### config.mk
export PLATFORM = sky130hd
export DESIGN_NAME = status_datagram_field_parser_unit
export DESIGN_NICKNAME = d
export VERILOG_FILES = /design/src/rtl/sdfp_pkg.sv /design/src/rtl/sdfp_parser.sv /design/src/rtl/sdfp_out_skid.sv /design/src/rtl/status_datagram_field_parser_unit.sv
export SDC_FILE = /design/constraint.sdc
export NUM_CORES = 2
export LEC_CHECK = 0
export ABC_CLOCK_PERIOD_IN_PS = 17550
export BUFFER_PORTS_ARGS = -buffer_cell sky130_fd_sc_hd__buf_4
export CAP_MARGIN = 10
export CORE_MARGIN = 2
export CORE_UTILIZATION = 30
export CTS_CLUSTER_SIZE = 24
export DETAILED_ROUTE_END_ITERATION = 16
export HOLD_SLACK_MARGIN = 0.05
export PLACE_DENSITY = 0.45
export REMOVE_ABC_BUFFERS = 1
export SKIP_LAST_GASP = 1
export SLEW_MARGIN = 20
export SYNTH_ARGS = -nofsm -noshare
export SYNTH_HDL_FRONTEND = slang
export SYNTH_SLANG_ARGS = --single-unit
### constraint.sdc
create_clock -name clk -period 17.55 [get_ports clk]
set_clock_uncertainty 0.1 [all_clocks]
set_input_delay 2.6325 -clock clk [delete_from_list [all_inputs] [get_ports clk]]
set_output_delay 2.6325 -clock clk [all_outputs]
set_load 0.1 [all_outputs]
### src/rtl/sdfp_pkg.sv
// Types and constants shared by the status datagram field parser.
// No dependencies.
package sdfp_pkg;

  localparam logic [2:0] ST_OK        = 3'd0;
  localparam logic [2:0] ST_BAD_MAGIC = 3'd1;
  localparam logic [2:0] ST_OTHER     = 3'd2;
  localparam logic [2:0] ST_SHORT     = 3'd3;
  localparam logic [2:0] ST_LONG      = 3'd4;

  localparam logic [4:0] F_MAGIC = 5'd0;
  localparam logic [4:0] F_TYPE  = 5'd2;
  localparam logic [4:0] F_ID    = 5'd3;
  localparam logic [4:0] F_FREQ  = 5'd4;
  localparam logic [4:0] F_MODE  = 5'd5;
  localparam logic [4:0] F_CALL  = 5'd6;
  localparam logic [4:0] F_TXEN  = 5'd9;
  localparam logic [4:0] F_TXING = 5'd10;
  localparam logic [4:0] F_DEC   = 5'd11;
  localparam logic [4:0] F_GRID  = 5'd16;
  localparam logic [4:0] F_END   = 5'd17;

  typedef struct packed {
    logic [7:0] data_byte;
    logic       last_byte;
  } in_item_t;

  typedef struct packed {
    logic [2:0]  parse_status;
    logic [63:0] dial_frequency;
    logic [63:0] mode_text;
    logic [3:0]  mode_length;
    logic [63:0] grid_text;
    logic [3:0]  grid_length;
    logic [63:0] callsign_text;
    logic [3:0]  callsign_length;
    logic [1:0]  operating_state;
    logic        call_changed;
    logic        text_truncated;
  } out_item_t;

  // byte width of each fixed field, 0 for a byte array
  function automatic logic [3:0] field_size(input logic [4:0] idx);
    case (idx)
      5'd0, 5'd1, 5'd2, 5'd12, 5'd13: field_size = 4'd4;
      5'd4:                           field_size = 4'd8;
      5'd9, 5'd10, 5'd11:             field_size = 4'd1;
      default:                        field_size = 4'd0;
    endcase
  endfunction

  function automatic logic is_blank(input logic [7:0] c);
    is_blank = (c == 8'd32) || (c >= 8'd9 && c <= 8'd13);
  endfunction

endpackage

### src/rtl/sdfp_parser.sv
// Per-byte field tracker and result builder; one byte each cycle that step is high.
// Depends on sdfp_pkg.
module sdfp_parser #(
  parameter int unsigned MAX_DATAGRAM_BYTES = 1024,
  parameter int unsigned TEXT_BYTES         = 8,
  parameter int unsigned MAX_ARRAY_BYTES    = 512
) (
  input  logic               clk,
  input  logic               rst,
  input  logic               step,
  input  sdfp_pkg::in_item_t item,
  input  logic [31:0]        magic_word,
  output logic               result_valid,
  output sdfp_pkg::out_item_t result
);

  localparam int PW = $clog2(MAX_DATAGRAM_BYTES + 2);
  localparam int AW = $clog2(MAX_ARRAY_BYTES + 1);
  localparam logic [3:0] TB = 4'(TEXT_BYTES);

  logic [4:0]    field_index;
  logic [3:0]    field_byte_count;
  logic [63:0]   word_shift;
  logic [AW-1:0] array_remaining;
  logic [PW-1:0] packet_byte_count;
  logic [63:0]   shadow_mode, shadow_grid, shadow_callsign;
  logic [3:0]    mode_len, grid_len, call_len;
  logic [2:0]    flag_bytes_seen;
  logic [2:0]    error_code;
  logic [63:0]   frequency_hold;
  logic          type_is_one, text_over;
  logic [3:0]    char_pos, call_kept;
  logic [63:0]   stored_callsign;
  logic [3:0]    stored_callsign_length;

  logic [4:0]    field_index_next;
  logic [3:0]    field_byte_count_next;
  logic [63:0]   word_shift_next;
  logic [AW-1:0] array_remaining_next;
  logic [PW-1:0] packet_byte_count_next;
  logic [63:0]   shadow_mode_next, shadow_grid_next, shadow_callsign_next;
  logic [3:0]    mode_len_next, grid_len_next, call_len_next;
  logic [2:0]    flag_bytes_seen_next, error_code_next;
  logic [63:0]   frequency_hold_next;
  logic          type_is_one_next, text_over_next;
  logic [3:0]    char_pos_next, call_kept_next;
  sdfp_pkg::out_item_t result_next;

  function automatic logic [63:0] put_char(input logic [63:0] t, input logic [3:0] pos,
                                           input logic [7:0] c);
    logic [63:0] r;
    r = t;
    if (pos < TB) r[8*(7-pos[2:0]) +: 8] = c;
    put_char = r;
  endfunction

  function automatic logic [63:0] keep_chars(input logic [63:0] t, input logic [3:0] n);
    logic [63:0] m;
    m = '0;
    for (int i = 0; i < 8; i++) if (4'(i) < n) m[8*(7-i) +: 8] = 8'hFF;
    keep_chars = t & m;
  endfunction

  logic [3:0]  fsize;
  logic [63:0] ws;
  logic [31:0] low;
  logic [7:0]  b, cu;
  logic        finish;
  logic [3:0]  cn;
  logic [2:0]  status;
  logic [1:0]  op_st;
  logic        changed;

  always_comb begin
    b = item.data_byte;
    cu = (b >= 8'd97 && b <= 8'd122) ? b - 8'd32 : b;
    fsize = sdfp_pkg::field_size(field_index);
    ws = {word_shift[55:0], b};
    low = ws[31:0];
    finish = 1'b0;
    field_index_next = field_index;
    field_byte_count_next = field_byte_count;
    word_shift_next = word_shift;
    array_remaining_next = array_remaining;
    packet_byte_count_next = packet_byte_count;
    shadow_mode_next = shadow_mode;
    shadow_grid_next = shadow_grid;
    shadow_callsign_next = shadow_callsign;
    mode_len_next = mode_len;
    grid_len_next = grid_len;
    call_len_next = call_len;
    flag_bytes_seen_next = flag_bytes_seen;
    error_code_next = error_code;
    frequency_hold_next = frequency_hold;
    type_is_one_next = type_is_one;
    text_over_next = text_over;
    char_pos_next = char_pos;
    call_kept_next = call_kept;

    if (packet_byte_count <= PW'(MAX_DATAGRAM_BYTES))
      packet_byte_count_next = packet_byte_count + 1'b1;

    if (error_code == sdfp_pkg::ST_OK && field_index < sdfp_pkg::F_END) begin
      if (fsize == 4'd0 && array_remaining != '0) begin
        if (field_index == sdfp_pkg::F_MODE) begin
          shadow_mode_next = put_char(shadow_mode, char_pos, b);
          if (char_pos < TB) char_pos_next = char_pos + 1'b1;
        end else if (field_index == sdfp_pkg::F_GRID) begin
          shadow_grid_next = put_char(shadow_grid, char_pos, b);
          if (char_pos < TB) char_pos_next = char_pos + 1'b1;
        end else if (field_index == sdfp_pkg::F_CALL) begin
          if (!(char_pos == 4'd0 && call_kept == 4'd0 && sdfp_pkg::is_blank(b))) begin
            shadow_callsign_next = put_char(shadow_callsign, char_pos, cu);
            // position saturates one past the stored width: enough for the length test
            if (char_pos <= TB) char_pos_next = char_pos + 1'b1;
            if (!sdfp_pkg::is_blank(b)) call_kept_next = char_pos_next;
          end
        end
        array_remaining_next = array_remaining - 1'b1;
        if (array_remaining == AW'(1)) finish = 1'b1;
      end else begin
        word_shift_next = ws;
        field_byte_count_next = field_byte_count + 1'b1;
        if (fsize != 4'd0) begin
          if (field_byte_count + 1'b1 >= fsize) begin
            case (field_index)
              sdfp_pkg::F_MAGIC: if (low != magic_word) error_code_next = sdfp_pkg::ST_BAD_MAGIC;
              sdfp_pkg::F_TYPE:  type_is_one_next = (low == 32'd1);
              sdfp_pkg::F_FREQ:  frequency_hold_next = ws;
              sdfp_pkg::F_TXEN:  if (low != 0) flag_bytes_seen_next[0] = 1'b1;
              sdfp_pkg::F_TXING: if (low != 0) flag_bytes_seen_next[1] = 1'b1;
              sdfp_pkg::F_DEC:   if (low != 0) flag_bytes_seen_next[2] = 1'b1;
              default: ;
            endcase
            if (error_code_next == sdfp_pkg::ST_OK) finish = 1'b1;
          end
        end else if (field_byte_count + 1'b1 >= 4'd4) begin
          if (low == 32'hFFFF_FFFF || low == 32'd0) finish = 1'b1;
          else if (low > 32'(MAX_ARRAY_BYTES)) error_code_next = sdfp_pkg::ST_LONG;
          else begin
            if (field_index == sdfp_pkg::F_MODE) begin
              mode_len_next = (low > 32'(TEXT_BYTES)) ? TB : low[3:0];
              if (low > 32'(TEXT_BYTES)) text_over_next = 1'b1;
            end else if (field_index == sdfp_pkg::F_GRID) begin
              grid_len_next = (low > 32'(TEXT_BYTES)) ? TB : low[3:0];
              if (low > 32'(TEXT_BYTES)) text_over_next = 1'b1;
            end
            array_remaining_next = low[AW-1:0];
          end
        end
      end
    end

    cn = (call_kept_next > TB) ? TB : call_kept_next;
    if (finish) begin
      if (field_index == sdfp_pkg::F_CALL) begin
        if (call_kept_next > TB) text_over_next = 1'b1;
        shadow_callsign_next = keep_chars(shadow_callsign_next, cn);
        call_len_next = cn;
      end
      if (field_index == sdfp_pkg::F_ID && !type_is_one)
        error_code_next = sdfp_pkg::ST_OTHER;
      field_index_next = field_index + 1'b1;
      field_byte_count_next = '0;
      word_shift_next = '0;
      array_remaining_next = '0;
      char_pos_next = '0;
    end

    if (packet_byte_count_next > PW'(MAX_DATAGRAM_BYTES)) status = sdfp_pkg::ST_LONG;
    else if (error_code_next != sdfp_pkg::ST_OK) status = error_code_next;
    else if (field_index_next < sdfp_pkg::F_END) status = sdfp_pkg::ST_SHORT;
    else status = sdfp_pkg::ST_OK;

    changed = call_len_next != 4'd0 && (call_len_next != stored_callsign_length ||
              shadow_callsign_next != stored_callsign);
    if (flag_bytes_seen_next[1]) op_st = 2'd3;
    else if (flag_bytes_seen_next[0]) op_st = 2'd2;
    else if (flag_bytes_seen_next[2]) op_st = 2'd1;
    else op_st = 2'd0;

    result_next = '0;
    result_next.parse_status = status;
    if (status == sdfp_pkg::ST_OK) begin
      result_next.dial_frequency  = frequency_hold_next;
      result_next.mode_text       = shadow_mode_next;
      result_next.mode_length     = mode_len_next;
      result_next.grid_text       = shadow_grid_next;
      result_next.grid_length     = grid_len_next;
      result_next.callsign_text   = shadow_callsign_next;
      result_next.callsign_length = call_len_next;
      result_next.operating_state = op_st;
      result_next.call_changed    = changed;
      result_next.text_truncated  = text_over_next;
    end
  end

  always_ff @(posedge clk) begin
    if (rst || (step && item.last_byte)) begin
      field_index <= '0; field_byte_count <= '0; word_shift <= '0;
      array_remaining <= '0; packet_byte_count <= '0;
      shadow_mode <= '0; shadow_grid <= '0; shadow_callsign <= '0;
      mode_len <= '0; grid_len <= '0; call_len <= '0;
      flag_bytes_seen <= '0; error_code <= '0; frequency_hold <= '0;
      type_is_one <= 1'b0; text_over <= 1'b0; char_pos <= '0; call_kept <= '0;
    end else if (step) begin
      field_index <= field_index_next; field_byte_count <= field_byte_count_next;
      word_shift <= word_shift_next; array_remaining <= array_remaining_next;
      packet_byte_count <= packet_byte_count_next;
      shadow_mode <= shadow_mode_next; shadow_grid <= shadow_grid_next;
      shadow_callsign <= shadow_callsign_next;
      mode_len <= mode_len_next; grid_len <= grid_len_next; call_len <= call_len_next;
      flag_bytes_seen <= flag_bytes_seen_next; error_code <= error_code_next;
      frequency_hold <= frequency_hold_next; type_is_one <= type_is_one_next;
      text_over <= text_over_next; char_pos <= char_pos_next;
      call_kept <= call_kept_next;
    end
  end

  always_ff @(posedge clk) begin
    if (rst) begin
      stored_callsign <= '0;
      stored_callsign_length <= '0;
    end else if (step && item.last_byte && status == sdfp_pkg::ST_OK && changed) begin
      stored_callsign <= shadow_callsign_next;
      stored_callsign_length <= call_len_next;
    end
  end

  always_ff @(posedge clk) begin
    if (rst) result_valid <= 1'b0;
    else result_valid <= step && item.last_byte;
  end

  always_ff @(posedge clk) begin
    if (step && item.last_byte) result <= result_next;
  end

endmodule

### src/rtl/sdfp_out_skid.sv
// Two-entry output buffer decoupling results from downstream stalls.
// Depends on sdfp_pkg.
module sdfp_out_skid (
  input  logic                clk,
  input  logic                rst,
  input  logic                push,
  input  sdfp_pkg::out_item_t push_data,
  output logic                room,
  output logic                out_valid,
  input  logic                out_ready,
  output sdfp_pkg::out_item_t out_data
);

  sdfp_pkg::out_item_t main_q, spare_q;
  logic main_v, spare_v;

  // room is kept whenever a pending result can still be absorbed
  assign room = !spare_v;
  assign out_valid = main_v;
  assign out_data = main_q;

  always_ff @(posedge clk) begin
    if (rst) begin
      main_v <= 1'b0;
      spare_v <= 1'b0;
    end else begin
      if (!main_v || out_ready) begin
        main_v <= spare_v || push;
        spare_v <= spare_v && push;
      end else if (push) begin
        spare_v <= 1'b1;
      end
    end
  end

  always_ff @(posedge clk) begin
    if (!main_v || out_ready) begin
      if (spare_v) begin
        main_q <= spare_q;
        if (push) spare_q <= push_data;
      end else if (push) main_q <= push_data;
    end else if (push) spare_q <= push_data;
  end

endmodule

### src/rtl/status_datagram_field_parser_unit.sv
// Channel   | Dir | Handshake               | Payload
// in        | in  | in_valid / in_ready     | sdfp_pkg::in_item_t
// out       | out | out_valid / out_ready   | sdfp_pkg::out_item_t
// cfg       | in  | cfg_valid / cfg_ready   | magic word, 32 bits
// One byte is taken every cycle unless input stalls; after its last byte transfer
// a datagram's result is offered via the field tracker's result register, then the
// output buffer. Input stalls while both buffer entries hold untaken results,
// and in a cycle where a result arrives while the output entry is held.
// Synchronous reset restores the magic word and clears the stored callsign.
// Depends on sdfp_pkg, sdfp_parser, sdfp_out_skid.
module status_datagram_field_parser_unit #(
  parameter int unsigned MAX_DATAGRAM_BYTES = 1024,
  parameter int unsigned TEXT_BYTES         = 8,
  parameter int unsigned MAX_ARRAY_BYTES    = 512
) (
  input  logic                clk,
  input  logic                rst,
  input  logic                in_valid,
  output logic                in_ready,
  input  sdfp_pkg::in_item_t  in_data,
  output logic                out_valid,
  input  logic                out_ready,
  output sdfp_pkg::out_item_t out_data,
  input  logic                cfg_valid,
  output logic                cfg_ready,
  input  logic [31:0]         cfg_data
);

  logic [31:0] magic_word;
  logic step, res_v, room;
  sdfp_pkg::out_item_t res;

  assign cfg_ready = 1'b1;
  always_ff @(posedge clk) begin
    if (rst) magic_word <= 32'hADBC_CBDA;
    else if (cfg_valid) magic_word <= cfg_data;
  end

  // a result in flight needs a spare entry: hold off while it arrives and the output entry is held
  assign in_ready = room && !(res_v && out_valid && !out_ready);
  assign step = in_valid && in_ready;

  sdfp_parser #(
    .MAX_DATAGRAM_BYTES(MAX_DATAGRAM_BYTES),
    .TEXT_BYTES(TEXT_BYTES),
    .MAX_ARRAY_BYTES(MAX_ARRAY_BYTES)
  ) u_parser (
    .clk, .rst, .step, .item(in_data), .magic_word,
    .result_valid(res_v), .result(res)
  );

  sdfp_out_skid u_skid (
    .clk, .rst, .push(res_v), .push_data(res), .room,
    .out_valid, .out_ready, .out_data
  );

`ifndef SYNTHESIS
  a_no_overflow: assert property (@(posedge clk) disable iff (rst)
    res_v |-> room) else $error("result pushed into full buffer");
  a_result_follows_last: assert property (@(posedge clk) disable iff (rst)
    step && in_data.last_byte |=> res_v) else $error("missing result");
  a_ok_clean: assert property (@(posedge clk) disable iff (rst)
    out_valid && out_data.parse_status != sdfp_pkg::ST_OK |->
    out_data.dial_frequency == 64'd0 && !out_data.call_changed)
    else $error("rejected datagram carries fields");
`endif

endmodule
* Yosys cells after proc, flatten, opt, wreduce, memory -nomap -nowiden *
Memories as Yosys holds them, arrays and structs flattened. A register that Yosys moved wholly into a read port is not among the register bits.
Cells that the tools add are included.

word-level totals
  logic and storage cells = 329
  memories = 1
  bits in read-only memories = 48
  latch bits = 0
  flip-flop bits (word level) = 1298
  bits of input ports = 46
  bits in writable memories = 0

memories
  name             depth  bits a word  rd ports  clocked after memory_dff  wr ports  RTL line        RTL
  (no name shown)  16     3            1         1                         0         sdfp_pkg.sv:44  case (idx)

operators by class
  reduce and logical (&&, ||, !) cells = 51
  shifts and indexed selects = 3
  muxes and demuxes = 162
  add/sub/neg operators = 8
  div/mod/pow operators = 0
  $mul = 0
  bitwise gates (word level) = 2
  eq/ne operators = 22
  order comparisons = 23

operator list
  kind                       number
  $mux W64                   23
  $mux W275                  5
  $mux W8                    25
  $bwmux W64                 3
  $mux W56                   3
  $mux W4                    41
  $shiftx A8 B34 Y64         2
  $mux W10                   7
  $and A64 B64 Y64           1
  $ne A64 B64 Y1             1
  $shift A8 B34 Y64 const A  1
  $mux W3                    21
  $neg A32 Y34               1
  $eq A32 B1 Y1 const B      1
  $eq A32 B32 Y1 const B     1
  $gt A32 B10 Y1 const B     1
  $gt A32 B4 Y1 const B      1
  $logic_not A32 Y1          1
  $ne A32 B32 Y1             1
  $reduce_bool A32 Y1        1
  $mux W1                    29
  $logic_and A1 B1 Y1        16
  $lt A3 B4 Y1 const A       4
  $eq A5 B3 Y1 const B       3
  46 further kinds           78

* Longest topological paths before layout *
  depth after elaboration = 23
  depth in mapped cells = 21
  depth with buffers taken out = 15

* Cells and area by module *
From an unflattened synthesis, not the netlist that was laid out.

second synthesis, totals
  cell total of the unflattened synthesis = 4823
  area, all modules = 55234.2 um^2

modules (own cells, without submodules)
  module                             times used  area each (um^2)  cells an instance  sequential area each (um^2)
  sdfp_parser                        1           33293.2           3846               17106.4
  sdfp_out_skid                      1           20731.1           868                16555.9
  status_datagram_field_parser_unit  1           1209.9            109                640.6

* Worst setup path before layout *
OpenSTA, ideal clock, no wires.

  path type = input-to-reg
  start point = input out_ready
  end point = register u_skid.main_q (netlist bit u_skid.out_data[0]) (enable)
  arrival = 14129 ps
  buffers on the path = 0
  required time = 16534 ps
  cell stages on the path = 2
  setup time = 916 ps
  setup slack = 2406 ps
  cells stage by stage = nor2b_1 -> nor2_1

on the way
  cells in the longest elaborated chain, start to end = 2

RTL lines
  what                         RTL line                                 RTL
  start: declaration           status_datagram_field_parser_unit.sv:22  input logic out_ready,
  $logic_or A1 B1 Y1           sdfp_out_skid.sv:37                      if (!main_v || out_ready) begin
  $reduce_and A2 Y1 (no line)  n/a
  end signal: assignment       sdfp_out_skid.sv:39                      main_q <= spare_q;
  end signal: assignment       sdfp_out_skid.sv:41                      end else if (push) main_q <= push_data;
  end: declaration             sdfp_out_skid.sv:14                      sdfp_pkg::out_item_t main_q, spare_q;

No other way between the ends.
A chain may end at the register's enable or synchronous reset.

* Worst setup path in the final report *
  start point = input in_data[2] (netlist name)
  end point = register u_parser.stored_callsign[5]

on the way
  cells in the longest elaborated chain, start to end = 23
  elaborated cells between the ends (all ways) = 108
  those cells by class = add/sub: 1; order compare: 15; eq/ne: 5; shift: 1; mux: 71; bitwise: 1; reduce/logical: 14

RTL lines
  what                                            RTL line                                 RTL
  start: declaration                              status_datagram_field_parser_unit.sv:20  input sdfp_pkg::in_item_t in_data,
  $ge A8 B4 Y1 or $le A8 B4 Y1 (tied branches)    sdfp_pkg.sv:53                           is_blank = (c == 8'd32) || (c >= 8'd9 && c <= 8'd13);
  $logic_and A1 B1 Y1                             sdfp_pkg.sv:53
  $logic_or A1 B1 Y1                              sdfp_pkg.sv:53
  $mux W4 or $logic_and A1 B1 Y1 (tied branches)  sdfp_parser.sv:116, sdfp_parser.sv:112
  $mux W4                                         sdfp_parser.sv:112                       if (!(char_pos == 4'd0 && call_kept == 4'd0 && sdfp_pkg::is_blank(b))) begin
  $mux W4                                         sdfp_parser.sv:111                       end else if (field_index == sdfp_pkg::F_CALL) begin
  $mux W4                                         sdfp_parser.sv:108                       end else if (field_index == sdfp_pkg::F_GRID) begin
  $mux W4                                         sdfp_parser.sv:105                       if (field_index == sdfp_pkg::F_MODE) begin
  (+7 left out)                                   n/a
  $mux W8                                         sdfp_parser.sv:155                       if (finish) begin
  $and A64 B64 Y64                                sdfp_parser.sv:61                        keep_chars = t & m;
  $mux W64                                        sdfp_parser.sv:156                       if (field_index == sdfp_pkg::F_CALL) begin
  $mux W64                                        sdfp_parser.sv:155
  $ne A64 B64 Y1                                  sdfp_parser.sv:176                       shadow_callsign_next != stored_callsign);
  $logic_or A1 B1 Y1                              sdfp_parser.sv:175                       changed = call_len_next != 4'd0 && (call_len_next != stored_callsign_length ||
  $logic_and A1 B1 Y1                             sdfp_parser.sv:175
  $logic_and A1 B1 Y1                             sdfp_parser.sv:224                       end else if (step && item.last_byte && status == sdfp_pkg::ST_OK && changed) begin
  end signal: assignment                          sdfp_parser.sv:225                       stored_callsign <= shadow_callsign_next;
  end: declaration                                sdfp_parser.sv:33                        logic [63:0] stored_callsign;

Parallel ways exist; a longest one is shown, timed or not. The select of a mux whose other input is x is not followed.

==> impl_metrics.env <==
export IMPL_seqCellArea_um2=34300
export IMPL_nFillCells=17800
export IMPL_detail_route_wirelength_mm=157
export IMPL_drive_gt1_frac=0.187
export IMPL_layout_commonest_cell="edfxtp_1"
export IMPL_swShare=0.234
export IMPL_min_path_type="flip-flop to flip-flop"
export IMPL_multi_input_area_um2=18600
export IMPL_io_buffers=322
export IMPL_postCtsSetupBuffers=0
export IMPL_grt_pass1_vias=34700
export IMPL_synthArstFlopShare=0
export IMPL_critical_path_class="input port to flip-flop"
export IMPL_htreeDepth=4
export IMPL_firstDrtPassIters=5
export IMPL_nets=4927
export IMPL_max_stage_delay_ns=0.81
export IMPL_row_count=156
export IMPL_post_drt_wl_per_cell_um=21.3
export IMPL_grt_max_degree=141
export IMPL_finalHoldViolations=0
export IMPL_cts_hold_buf=0
export IMPL_leakagePower_nw=21.4
export IMPL_p_int_mw=5.08
export IMPL_timing_fmax_mhz=118
export IMPL_grt_usage=0.165
export IMPL_ys_seq_area_frac=0.633
export IMPL_synth_seq_cells=1301
export IMPL_drc_errors=0
export IMPL_cts_sinks=1301
export IMPL_viasPerCell=4.86
export IMPL_layout_common_cells="825 x edfxtp_1, 678 x nand2_1, 475 x dfxtp_1"
export IMPL_worstPathCellList="buf_4 > or4_1 > or4_4 > a21oi_2 > nor2_4 > buf_4 > nor2_1 > mux2i_1 > o22ai_1 > or3_4 > nor3b_1 > o21a_2 > buf_4 > mux2_2"
export IMPL_synth_edf_count=825
export IMPL_yosys_warnings=0
export IMPL_power_frac_seq=0.496
export IMPL_synthFlopType="edfxtp_1"
export IMPL_cts_resized=0
export IMPL_slew_headroom=0.213
export IMPL_dieArea_um2=184000
export IMPL_ant_nets=0
export IMPL_overflow=0
export IMPL_ioPinCount=324
export IMPL_cts_tree="done"
export IMPL_fin_crit_ns=8.49
export IMPL_cts_root_buf="clkbuf_16"
export IMPL_coreArea_um2=180000
export IMPL_finalNonFillerCells=7353
export IMPL_cp_max_fo=62
export IMPL_num_antenna_cells=0
export IMPL_grt_pass1_wl_mm=232
export IMPL_placed_cells=7082
export IMPL_grt_setup_unrepaired="false"
export IMPL_area_delta_synth_final_pct=17.3
export IMPL_syn_inst=4654
export IMPL_cap_violations=0
export IMPL_p_sw_mw=1.56
export IMPL_dr_first_iter_drc_count=2670
export IMPL_syn_area_um2=54200
export IMPL_status="finished clean"
export IMPL_die_h_um=429
export IMPL_place_congestion=0.802
export IMPL_crit_path_frequent_cell="buf_4"
export IMPL_syn_avg_cell_area_um2=11.7
export IMPL_dp_hpwl_mm=99.2
export IMPL_pwr_share_comb=0.046
export IMPL_die_w_um=429
export IMPL_irDropWorstVdd_mv=0.0983
export IMPL_worst_pin_slew_ns=1.17
export IMPL_min_period_over_period=0.484
export IMPL_numCtsBuffers=147
export IMPL_antenna_found_initial=9
export IMPL_clockBufferDepth=3
export IMPL_tns_ns=0
export IMPL_clk_latency_ns=0.79
export IMPL_vias=35800
export IMPL_initial_core_util=0.301
export IMPL_setup_violations=0
export IMPL_cp_required_ns=18.13
export IMPL_ys_types=83
export IMPL_crit_arrival_ns=9.08
export IMPL_startpoint_type="input port"
export IMPL_endpoint_kind="flip-flop"
export IMPL_slowest_stage="o21a_2"
export IMPL_path_clk_slew_ns=0.06
export IMPL_p_clk_frac=0.458
export IMPL_p_per_area_nw_per_um2=104
export IMPL_maxSlewViolCount=0
[critical path: cells and delay by family]
family,cells,cell delay [ns]
AO/OA/AOI/OAI,3,1.21
buffers and inverters,3,1.28
multiplexers,2,0.67
AND/OR/NAND/NOR,6,3.07
[path summary, 6_finish.rpt]
| check | depth (start not counted) | to | start | slack, ns |
|---|---|---|---|---|
| worst max-delay path | 14 | u_parser.stored_callsign[5] | in_data[2] | 9.06 |
| worst max register to register | 16 | u_parser.stored_callsign[5] | u_parser.array_remaining[0] | 10.34 |
| worst min register to register | 0 | u_skid.spare_q[109] | u_parser.result[109] | 0.33 |
| worst min-delay path | 0 | u_skid.spare_q[109] | u_parser.result[109] | 0.33 |
[final cells by class]
type / instances / share of cell area
clock buffers: 203 / 0.0653
clock inverters: 68 / 0.00913
inverters: 35 / 0.00218
multi-input cells: 3005 / 0.293
flip-flops and latches: 1301 / 0.539
well taps: 2370 / 0.0466
repair buffers: 371 / 0.0446
[per-stage QoR]
stage	util	area (um2)	worst slack, ns	power (mW)	hold slack, ns
2_1_floorplan	-	53000	-1.59	3.56	0.322
3_3_place_gp	0.327	58900	8.33	3.67	0.328
3_5_place_dp	0.327	58900	8.25	3.67	0.332
4_1_cts	0.353	63600	9.12	6.74	0.328
5_1_grt	0.353	63600	8.88	6.86	0.350
6_report	0.353	63600	9.06	6.64	0.334
[synthesized netlist by cell type, types with 5 or more instances]
library cell | n | area share
edfxtp_1 | 825 | 0.46
nand2_1 | 680 | 0.047
dfxtp_1 | 476 | 0.18
nor2_1 | 448 | 0.031
a21oi_1 | 432 | 0.040
mux2_2 | 292 | 0.061
clkbuf_1 | 260 | 0.018
mux2i_1 | 242 | 0.045
nor3_1 | 101 | 0.0093
nand3_1 | 95 | 0.0088
nor2b_1 | 91 | 0.010
xnor2_1 | 67 | 0.011
o21ai_0 | 45 | 0.0042
nand2b_1 | 44 | 0.0051
mux2_1 | 42 | 0.0087
inv_1 | 35 | 0.0024
buf_1 | 33 | 0.0023
and3_1 | 32 | 0.0037
nand4_1 | 32 | 0.0037
and2_1 | 29 | 0.0033
or3_1 | 29 | 0.0033
nor4_1 | 28 | 0.0032
a211o_1 | 23 | 0.0037
xor2_1 | 22 | 0.0036
a211oi_1 | 20 | 0.0028
ha_1 | 20 | 0.0046
or2_2 | 18 | 0.0021
a31oi_1 | 17 | 0.0020
nand3b_1 | 10 | 0.0014
nor3b_1 | 10 | 0.0014
nor4b_1 | 9 | 0.0015
a22oi_1 | 8 | 0.0011
buf_6 | 8 | 0.0017
o211ai_1 | 8 | 0.0011
o21a_1 | 8 | 0.0011
o32ai_1 | 7 | 0.0011
a2111oi_0 | 6 | 0.00097
buf_2 | 6 | 0.00055
o31ai_1 | 6 | 0.00083
or4_1 | 6 | 0.00083
and4b_1 | 5 | 0.00092
buf_4 | 5 | 0.00069
o22ai_1 | 5 | 0.00058
[state kept, by name, summed over array words and instances, names as in the netlist, 56 cells and up, named ones only]
register	count
u_skid.out_data	275
u_parser.shadow_grid	64
u_parser.shadow_callsign	64
u_parser.result	275
u_parser.word_shift	56
u_parser.frequency_hold	64
u_parser.stored_callsign	64
u_skid.spare_q	275
u_parser.shadow_mode	64
[power by group through the flow]
stage	clock network, mW	logic, mW	registers (mW)
floorplan	0	0.0802	3.48
global placement	0	0.308	3.36
detailed placement	0	0.308	3.36
CTS	3.14	0.309	3.29
global route	3.25	0.319	3.30
finish	3.04	0.304	3.29
[cell families (layout without fill, tap and decap cells)]
group	after synthesis	in the layout	share of synthesized area
buffers and inverters	348	677	0.0257
other	1	1	0.0000692
DFF	1301	1301	0.633
muxes	576	576	0.114
AOI/OAI and AO/OA	627	627	0.0666
adders and majority gates	20	20	0.00462
xor gates and xnor gates	89	89	0.0144
and+or+nand+nor	1692	1692	0.142
[metal layers]
metal,part of all wire,track usage,vias up
li1,-,-,17000
met1,0.46,0.227,17700
met2,0.47,0.267,798
met3,0.041,0.0254,231
met4,0.026,0.0528,6
met5,0.00026,0,-
Note: power is estimated with default switching activity, not from simulation.
